**src/design/smcs_pkg.sv**
```systemverilog
`default_nettype none
// ----------------------------------------------------------------------------
// smcs_pkg
// Shared types and constants for the sparse matrix coordinate store.
// ----------------------------------------------------------------------------
package smcs_pkg;

    localparam int CAPACITY_DEF = 64;
    localparam int MAX_DIM      = 1024;

    localparam int IDX_W   = 10;
    localparam int VAL_W   = 32;
    localparam int TOTAL_W = 7;
    localparam int DIM_W   = 11;
    localparam int CFG_IDX_W = 2;

    localparam logic [DIM_W-1:0] DIM_RESET = DIM_W'(1024);

    localparam logic [CFG_IDX_W-1:0] REG_NUM_ROWS = CFG_IDX_W'(0);
    localparam logic [CFG_IDX_W-1:0] REG_NUM_COLS = CFG_IDX_W'(1);

    typedef enum logic [1:0] {
        CMD_WRITE = 2'd0,
        CMD_READ  = 2'd1,
        CMD_SUM   = 2'd2,
        CMD_COUNT = 2'd3
    } cmd_t;

    typedef enum logic [1:0] {
        ST_OK    = 2'd0,
        ST_RANGE = 2'd1,
        ST_FULL  = 2'd2
    } status_t;

    typedef struct packed {
        cmd_t                     cmd;
        logic [IDX_W-1:0]         row;
        logic [IDX_W-1:0]         col;
        logic signed [VAL_W-1:0]  value;
    } req_t;

    typedef struct packed {
        logic signed [VAL_W-1:0]  result_value;
        status_t                  status;
        logic [TOTAL_W-1:0]       entry_total;
    } rsp_t;

    // One stored nonzero entry
    typedef struct packed {
        logic [IDX_W-1:0]         row;
        logic [IDX_W-1:0]         col;
        logic [VAL_W-1:0]         value;
    } slot_t;

    // Controller to datapath
    typedef struct packed {
        logic load;
        logic scan;
        logic commit;
    } ctrl_cmd_t;

    // Datapath to controller
    typedef struct packed {
        logic scan_done;
        logic out_free;
    } dp_stat_t;

endpackage : smcs_pkg
`default_nettype wire

```
**src/design/smcs_ctrl.sv**
```systemverilog
`default_nettype none
// ----------------------------------------------------------------------------
// smcs_ctrl
// Sequencer: take one request, run the slot scan, commit the result.
// ----------------------------------------------------------------------------
module smcs_ctrl
    import smcs_pkg::*;
(
    input  wire logic      clk,
    input  wire logic      rst_n,
    input  wire logic      in_valid,
    output logic           in_stall,
    input  wire dp_stat_t  stat,
    output ctrl_cmd_t      cmd
);

    typedef enum logic [1:0] {
        S_IDLE,
        S_SCAN,
        S_COMMIT
    } state_t;

    state_t state_reg;
    state_t state_next;

    always_comb
    begin
        state_next = state_reg;
        unique case (state_reg)
            S_IDLE:
            begin
                if (in_valid)
                begin
                    state_next = S_SCAN;
                end
            end
            S_SCAN:
            begin
                if (stat.scan_done)
                begin
                    state_next = S_COMMIT;
                end
            end
            S_COMMIT:
            begin
                // hold until the output register can take the result
                if (stat.out_free)
                begin
                    state_next = S_IDLE;
                end
            end
            default:
            begin
                state_next = S_IDLE;
            end
        endcase
    end

    always_ff @(posedge clk or negedge rst_n)
    begin
        if (!rst_n)
        begin
            state_reg <= S_IDLE;
        end
        else
        begin
            state_reg <= state_next;
        end
    end

    assign in_stall   = (state_reg != S_IDLE);
    assign cmd.load   = (state_reg == S_IDLE) && in_valid;
    assign cmd.scan   = (state_reg == S_SCAN);
    assign cmd.commit = (state_reg == S_COMMIT) && stat.out_free;

endmodule : smcs_ctrl
`default_nettype wire

```
**src/design/smcs_dp.sv**
```systemverilog
`default_nettype none
// ----------------------------------------------------------------------------
// smcs_dp
// Datapath: slot memory, fill count, scan compare, accumulator, size
// registers and the output register.
// ----------------------------------------------------------------------------
module smcs_dp
    import smcs_pkg::*;
#(
    parameter int CAPACITY = CAPACITY_DEF
)
(
    input  wire logic                  clk,
    input  wire logic                  rst_n,
    input  wire ctrl_cmd_t             cmd,
    output dp_stat_t                   stat,
    input  wire req_t                  in_data,
    input  wire logic                  cfg_valid,
    input  wire logic [CFG_IDX_W-1:0]  cfg_index,
    input  wire logic [DIM_W-1:0]      cfg_data,
    output logic                       out_valid,
    input  wire logic                  out_stall,
    output rsp_t                       out_data
);

    localparam int AW = (CAPACITY > 1) ? $clog2(CAPACITY) : 1;
    localparam int CW = $clog2(CAPACITY + 1);
    localparam logic [CW-1:0] CAP_CNT = CW'(CAPACITY);

    // Slots fill from the bottom and are never freed, so slot i is in use
    // exactly when i < count_reg.
    slot_t mem [CAPACITY];

    req_t                req_reg;
    logic [DIM_W-1:0]    num_rows_reg;
    logic [DIM_W-1:0]    num_cols_reg;
    logic [CW-1:0]       count_reg;
    logic [CW-1:0]       count_next;
    logic [CW-1:0]       idx_reg;
    logic                chk_vld_reg;
    slot_t               rd_data_reg;
    logic [AW-1:0]       rd_idx_reg;
    logic                match_reg;
    logic [AW-1:0]       match_idx_reg;
    logic [VAL_W-1:0]    acc_reg;
    logic                out_vld_reg;
    rsp_t                out_reg;
    rsp_t                out_next;

    logic                row_ok;
    logic                col_ok;
    logic                rng_ok;
    logic                need_scan;
    logic                issue;
    logic                hit_row;
    logic                hit;
    logic                is_write;
    logic                mem_we;
    logic [AW-1:0]       mem_wa;
    logic                insert;
    logic [CW+TOTAL_W-1:0] total_ext;

    assign row_ok = ({1'b0, req_reg.row} < num_rows_reg) && (32'(req_reg.row) < MAX_DIM);
    assign col_ok = ({1'b0, req_reg.col} < num_cols_reg) && (32'(req_reg.col) < MAX_DIM);

    always_comb
    begin
        unique case (req_reg.cmd)
            CMD_SUM:   rng_ok = row_ok;
            CMD_COUNT: rng_ok = 1'b1;
            default:   rng_ok = row_ok && col_ok;
        endcase
    end

    assign is_write  = (req_reg.cmd == CMD_WRITE);
    // count needs no scan, nor does a zero write or an out-of-range request
    assign need_scan = (req_reg.cmd != CMD_COUNT) && rng_ok
                       && !(is_write && (req_reg.value == '0));
    assign issue     = cmd.scan && need_scan && (idx_reg < count_reg);

    assign hit_row = (rd_data_reg.row == req_reg.row);
    assign hit     = hit_row && (rd_data_reg.col == req_reg.col);

    assign insert = cmd.commit && is_write && need_scan && !match_reg
                    && (count_reg != CAP_CNT);
    assign mem_we = cmd.commit && is_write && need_scan
                    && (match_reg || (count_reg != CAP_CNT));
    assign mem_wa = match_reg ? match_idx_reg : count_reg[AW-1:0];

    assign count_next = insert ? count_reg + CW'(1) : count_reg;
    assign total_ext  = {{TOTAL_W{1'b0}}, count_next};

    always_comb
    begin
        out_next.entry_total = total_ext[TOTAL_W-1:0];
        if ((req_reg.cmd == CMD_READ) || (req_reg.cmd == CMD_SUM))
        begin
            out_next.result_value = acc_reg;
        end
        else
        begin
            out_next.result_value = '0;
        end
        if (!rng_ok)
        begin
            out_next.status = ST_RANGE;
        end
        else if (is_write && need_scan && !match_reg && (count_reg == CAP_CNT))
        begin
            out_next.status = ST_FULL;
        end
        else
        begin
            out_next.status = ST_OK;
        end
    end

    // Slot memory: one write port, one registered read port
    always_ff @(posedge clk)
    begin
        if (mem_we)
        begin
            mem[mem_wa] <= '{row: req_reg.row, col: req_reg.col, value: req_reg.value};
        end
        if (issue)
        begin
            rd_data_reg <= mem[idx_reg[AW-1:0]];
            rd_idx_reg  <= idx_reg[AW-1:0];
        end
    end

    // Payload registers
    always_ff @(posedge clk)
    begin
        if (cmd.load)
        begin
            req_reg <= in_data;
        end
        if (cmd.commit)
        begin
            out_reg <= out_next;
        end
        if (cmd.load)
        begin
            acc_reg <= '0;
        end
        else if (chk_vld_reg)
        begin
            if (req_reg.cmd == CMD_SUM)
            begin
                if (hit_row)
                begin
                    acc_reg <= acc_reg + rd_data_reg.value;
                end
            end
            else if (hit)
            begin
                acc_reg       <= rd_data_reg.value;
                match_idx_reg <= rd_idx_reg;
            end
        end
    end

    // Control registers
    always_ff @(posedge clk or negedge rst_n)
    begin
        if (!rst_n)
        begin
            num_rows_reg <= DIM_RESET;
            num_cols_reg <= DIM_RESET;
            count_reg    <= '0;
            idx_reg      <= '0;
            chk_vld_reg  <= 1'b0;
            match_reg    <= 1'b0;
            out_vld_reg  <= 1'b0;
        end
        else
        begin
            if (cfg_valid)
            begin
                unique case (cfg_index)
                    REG_NUM_ROWS: num_rows_reg <= cfg_data;
                    REG_NUM_COLS: num_cols_reg <= cfg_data;
                    default:      ;
                endcase
            end
            count_reg   <= count_next;
            chk_vld_reg <= issue;
            if (cmd.load)
            begin
                idx_reg   <= '0;
                match_reg <= 1'b0;
            end
            else
            begin
                if (issue)
                begin
                    idx_reg <= idx_reg + CW'(1);
                end
                if (chk_vld_reg && (req_reg.cmd != CMD_SUM) && hit)
                begin
                    match_reg <= 1'b1;
                end
            end
            if (cmd.commit)
            begin
                out_vld_reg <= 1'b1;
            end
            else if (out_vld_reg && !out_stall)
            begin
                out_vld_reg <= 1'b0;
            end
        end
    end

    assign stat.scan_done = !(need_scan && (idx_reg < count_reg));
    assign stat.out_free  = !out_vld_reg || !out_stall;

    assign out_valid = out_vld_reg;
    assign out_data  = out_reg;

endmodule : smcs_dp
`default_nettype wire

```
**src/design/sparse_matrix_coordinate_store.sv**
```systemverilog
`default_nettype none
// ----------------------------------------------------------------------------
// sparse_matrix_coordinate_store
// Bounded coordinate-list store of nonzero matrix entries with write, read,
// row sum and count requests.
//
//   channel  | handshake          | payload
//   ---------+--------------------+------------------------------------
//   in       | in_valid/in_stall  | in_data  (cmd, row, col, value)
//   out      | out_valid/out_stall| out_data (result_value, status, total)
//   cfg      | cfg_valid/cfg_ready| cfg_index, cfg_data (num_rows/cols)
//
// One request at a time. The scan reads one slot per cycle through the single
// memory read port, one read per stored entry. The next request is accepted
// once the result is registered and the sequencer is back in idle.
// Count, out-of-range and zero-write requests skip the scan.
// Reset clears the fill count; no memory clearing pass is needed.
// A result held by out_stall does not block acceptance of the next request;
// that request then holds in commit until the output register frees.
// ----------------------------------------------------------------------------
module sparse_matrix_coordinate_store
    import smcs_pkg::*;
#(
    parameter int CAPACITY = CAPACITY_DEF
)
(
    input  wire logic                  clk,
    input  wire logic                  rst_n,
    input  wire logic                  in_valid,
    output logic                       in_stall,
    input  wire req_t                  in_data,
    output logic                       out_valid,
    input  wire logic                  out_stall,
    output rsp_t                       out_data,
    input  wire logic                  cfg_valid,
    output logic                       cfg_ready,
    input  wire logic [CFG_IDX_W-1:0]  cfg_index,
    input  wire logic [DIM_W-1:0]      cfg_data
);

    ctrl_cmd_t ctrl_cmd;
    dp_stat_t  dp_stat;

    assign cfg_ready = 1'b1;

    smcs_ctrl u_ctrl (
        .clk      (clk),
        .rst_n    (rst_n),
        .in_valid (in_valid),
        .in_stall (in_stall),
        .stat     (dp_stat),
        .cmd      (ctrl_cmd)
    );

    smcs_dp #(
        .CAPACITY (CAPACITY)
    ) u_dp (
        .clk       (clk),
        .rst_n     (rst_n),
        .cmd       (ctrl_cmd),
        .stat      (dp_stat),
        .in_data   (in_data),
        .cfg_valid (cfg_valid),
        .cfg_index (cfg_index),
        .cfg_data  (cfg_data),
        .out_valid (out_valid),
        .out_stall (out_stall),
        .out_data  (out_data)
    );

endmodule : sparse_matrix_coordinate_store
`default_nettype wire
```
**config.mk**
```make
export PLATFORM = sky130hd
export DESIGN_NAME = sparse_matrix_coordinate_store
export DESIGN_NICKNAME = d
export VERILOG_FILES = /design/src/design/smcs_pkg.sv /design/src/design/smcs_ctrl.sv /design/src/design/smcs_dp.sv /design/src/design/sparse_matrix_coordinate_store.sv
export SDC_FILE = /design/constraint.sdc
export NUM_CORES = 2
export LEC_CHECK = 0
export ABC_AREA = 1
export ABC_CLOCK_PERIOD_IN_PS = 8900
export BUFFER_PORTS_ARGS = -buffer_cell sky130_fd_sc_hd__buf_2
export CAP_MARGIN = 20
export CORE_UTILIZATION = 33
export DETAILED_ROUTE_END_ITERATION = 8
export GPL_TIMING_DRIVEN = 0
export PLACE_DENSITY_LB_ADDON = 0.08
export REMOVE_ABC_BUFFERS = 1
export SLEW_MARGIN = 20
export SYNTH_ARGS = -nofsm -noshare
export SYNTH_HDL_FRONTEND = slang
export SYNTH_HIERARCHICAL = 1
export SYNTH_SLANG_ARGS = --single-unit
export TNS_END_PERCENT = 30
```
**constraint.sdc**
```tcl
create_clock -name clk -period 8.9 [get_ports clk]
set_input_delay 0.89 -clock clk [delete_from_list [all_inputs] [get_ports clk]]
set_output_delay 0.89 -clock clk [all_outputs]
set_load 0.01 [all_outputs]
```
==> impl_metrics.json <==
{
  "r2r_cells": 12,
  "power_density_mw_per_mm2": 289,
  "final_antenna_net_count": 0,
  "fin_area_mm2": 0.172,
  "syn_to_final_growth_pct": 21.9,
  "hp-class": "input port to register",
  "antenna_found_initial": 22,
  "grt_max_degree": 186,
  "cp_max_fo": 29,
  "layout_commonest_cell": "edfxtp_1",
  "die_x_um": 656,
  "routedWlPerCell_um": 30.0,
  "syn_area_per_cell_um2": 13.0,
  "cts_tree": "done",
  "clk_latency_ns": 0.98,
  "routed_wl_mm": 519,
  "setup_tns_ns": 0,
  "yosysTopAreaCell": "edfxtp_1",
  "r2r_start": "u_dp/req_reg[52]$_DFFE_PP_",
  "power.leakage_uw": 0.0563,
  "cts.reportedPaths.clkPinSlew_ns": 0.06,
  "netlist_instances": 10900,
  "drv_slew": 0,
  "post_route_cells_drive_above_1_share": 0.116,
  "core_mm2": 0.425,
  "largest_reg_flops": 3328,
  "dieArea_mm2": 0.431,
  "fillers": 38800,
  "fin_nets": 11400,
  "tightest_slew_ns": 1.06,
  "grt_use_total": 0.235,
  "ys_warn_count": 6,
  "ys_ff_latch": 3560,
  "hold_end": "u_dp/req_reg[28]$_DFFE_PP_",
  "yosys.area.top_type_share": 0.741,
  "synth_top_cells_by_area": "edfxtp_1 74%, o21ai_0 5.9%, nor2_1 5.5%",
  "syn_area_mm2": 0.141,
  "placed_cells": 16500,
  "synthArstFlopShare": 0.0115,
  "setup_viol": 0,
  "drc": 0,
  "fin_worst_skew_ns": 0.0443,
  "finalHoldViolCount": 0,
  "status": "complete, no violations",
  "worstReg2RegEnd": "u_dp/mem[46][40]$_DFFE_PP_",
  "criticalPathCategory": "register to register",
  "synth_edf_count": 3487,
  "numClockSinks": 3560,
  "grt_setup_unrepaired": "no",
  "whs_path_depth": 1,
  "worstSetupStartpointType": "register",
  "root_buffer": "clkbuf_16",
  "cts_max_path_buffers": 4,
  "cts_buffers": 395,
  "rows": 239,
  "portBuffers": 114,
  "cap_violations": 0,
  "fp.dieH_um": 656,
  "synth_flop_cell": "edfxtp_1",
  "dr.pass1.iters": 7,
  "floorplan.initialDensity": 0.332,
  "vdd_drop_max_v": 0.000267,
  "hold_start": "in_data[28]",
  "vias": 93600,
  "fin_util": 0.405,
  "cp-end-kind": "register",
  "worstPathArrival_ns": 7.30,
  "critPathRequiredTime_ns": 9.54,
  "min_period_ns": 6.66,
  "final_cell_mix": "3,487 x edfxtp_1, 1,992 x nor2_1, 1,671 x o21ai_0",
  "instances_no_fill": 17300,
  "grt_pass1_vias": 90800,
  "hpwl_mm": 339,
  "drtIter0Drc": 9170,
  "synth_seq_area_share": 0.753,
  "placed_area_mm2": 0.160,
  "overflow": 0,
  "ios": 116,
  "htreeDepth": 5,
  "synth.distinct_cells": 45,
  "timing.final.crit_share": 0.748,
  "relSlewSlack": 0.296,
  "routabilityCongestion": 0.781,
  "via_per_inst": 5.42,
  "grt_pass1_wl_mm": 717,
  "max_freq_mhz": 150,
  "ff2ff_setup_slack_ns": 2.24
}
-- Yosys cell counts (all sizes together), types with 2 or more instances --
cell type and n:
a31oi 2, xnor2 11, nand3 466, o22ai 472, xor2 21, o211ai 217
o21ai 1746, dfstp 2, ha 61, a21oi 152, nand3b 4, o221ai 200
clkinv 2, nor2 2062, clkbuf 487, and2 8, nor3 16, inv 249
or2 9, and3 3, buf 236, nand4 54, o21bai 2, edfxtp 3487
nand2 847, nor3b 3, dfrtp 39, dfxtp 32, a21o 2
-- worst max-delay path, stage by stage, from the launching register on --
cell and delay (ns):
edfxtp_1 0.53, inv_1 0.17, ha_2 0.44, buf_12 0.25, clkinv_1 0.83, nand2_1 0.58
nand3_1 0.19, nor2_2 0.66, nand3_1 0.92, nor2_4 1.00, buf_12 0.27, buf_12 0.21
buf_12 0.20
-- layout make-up --
class | count | area, um2 | share of cell area
Antenna cell | 34 | 85.1 | 0.000494
Tap cell | 5663 | 7090 | 0.0411
Multi-Input combinational cell | 6363 | 31300 | 0.182
Timing Repair Buffer | 699 | 13800 | 0.0799
Clock inverter | 209 | 1970 | 0.0114
Inverter | 251 | 1020 | 0.00593
Sequential cell | 3560 | 106000 | 0.618
Clock buffer | 508 | 10500 | 0.0612
-- layer usage --
layer	GRT usage	vias up	wire, um
li1	-	41200	-
met2	0.378	3164	242000
met5	0	-	0
met1	0.328	48500	228000
met4	0.0865	0	20600
met3	0.0256	849	28600
-- kinds of logic after synthesis --
logic type	count (synthesis)	synth area share
AO/OA/AOI/OAI	2795	0.112
XOR/XNOR	32	0.00198
adder cells (fa/ha/maj)	62	0.00554
buffers and inverters	974	0.0288
flip-flops	3560	0.753
other	1	0.0000265
AND/OR/NAND/NOR	3473	0.0982
-- timing repair --
| action | 4_1_cts | 5_1_grt |
|---|---|---|
| buffers inserted | 0 | 0 |
| resized for setup | 0 | 0 |
| hold endpoints to repair | 37 | 0 |
| hold buffers | 1 | 0 |
-- power by group --
group          internal [uW]  switching (uW)  total [uW]
clock network           9300            6760       16100
logic                   4240            9520       13800
registers              19500             476       19900
total                  33000           16800       49800
-- worst max path at each step --
stage,end,slack [ns],start,depth (start not counted)
6_report,u_dp/mem[46][40]$_DFFE_PP_,2.24,u_dp/req_reg[52]$_DFFE_PP_,12
5_1_grt,u_dp/mem[46][39]$_DFFE_PP_,2.31,u_dp/req_reg[52]$_DFFE_PP_,12
4_1_cts,u_dp/mem[19][12]$_DFFE_PP_,2.51,u_dp/req_reg[52]$_DFFE_PP_,13
3_5_place_dp,u_dp/mem[19][34]$_DFFE_PP_,2.57,u_dp/req_reg[52]$_DFFE_PP_,13
3_3_place_gp,u_dp/rd_data_reg[43]$_DFFE_PP_,-219.14,u_dp/idx_reg[0]$_DFFE_PN0P_,7
2_1_floorplan,u_dp/rd_data_reg[10]$_DFFE_PP_,-65.88,u_dp/idx_reg[0]$_DFFE_PN0P_,9
-- per-stage QoR --
step           hold WS [ns]  worst slack, ns  total power, uW
2_1_floorplan         0.400           -65.88            27100
3_3_place_gp          0.402          -219.14            28600
3_5_place_dp          0.405             2.57            34100
4_1_cts              0.0105             2.51            50200
5_1_grt              0.0490             2.31            52000
6_report             0.0882             2.24            49800
No activity file was read; power rests on OpenSTA's default activity.
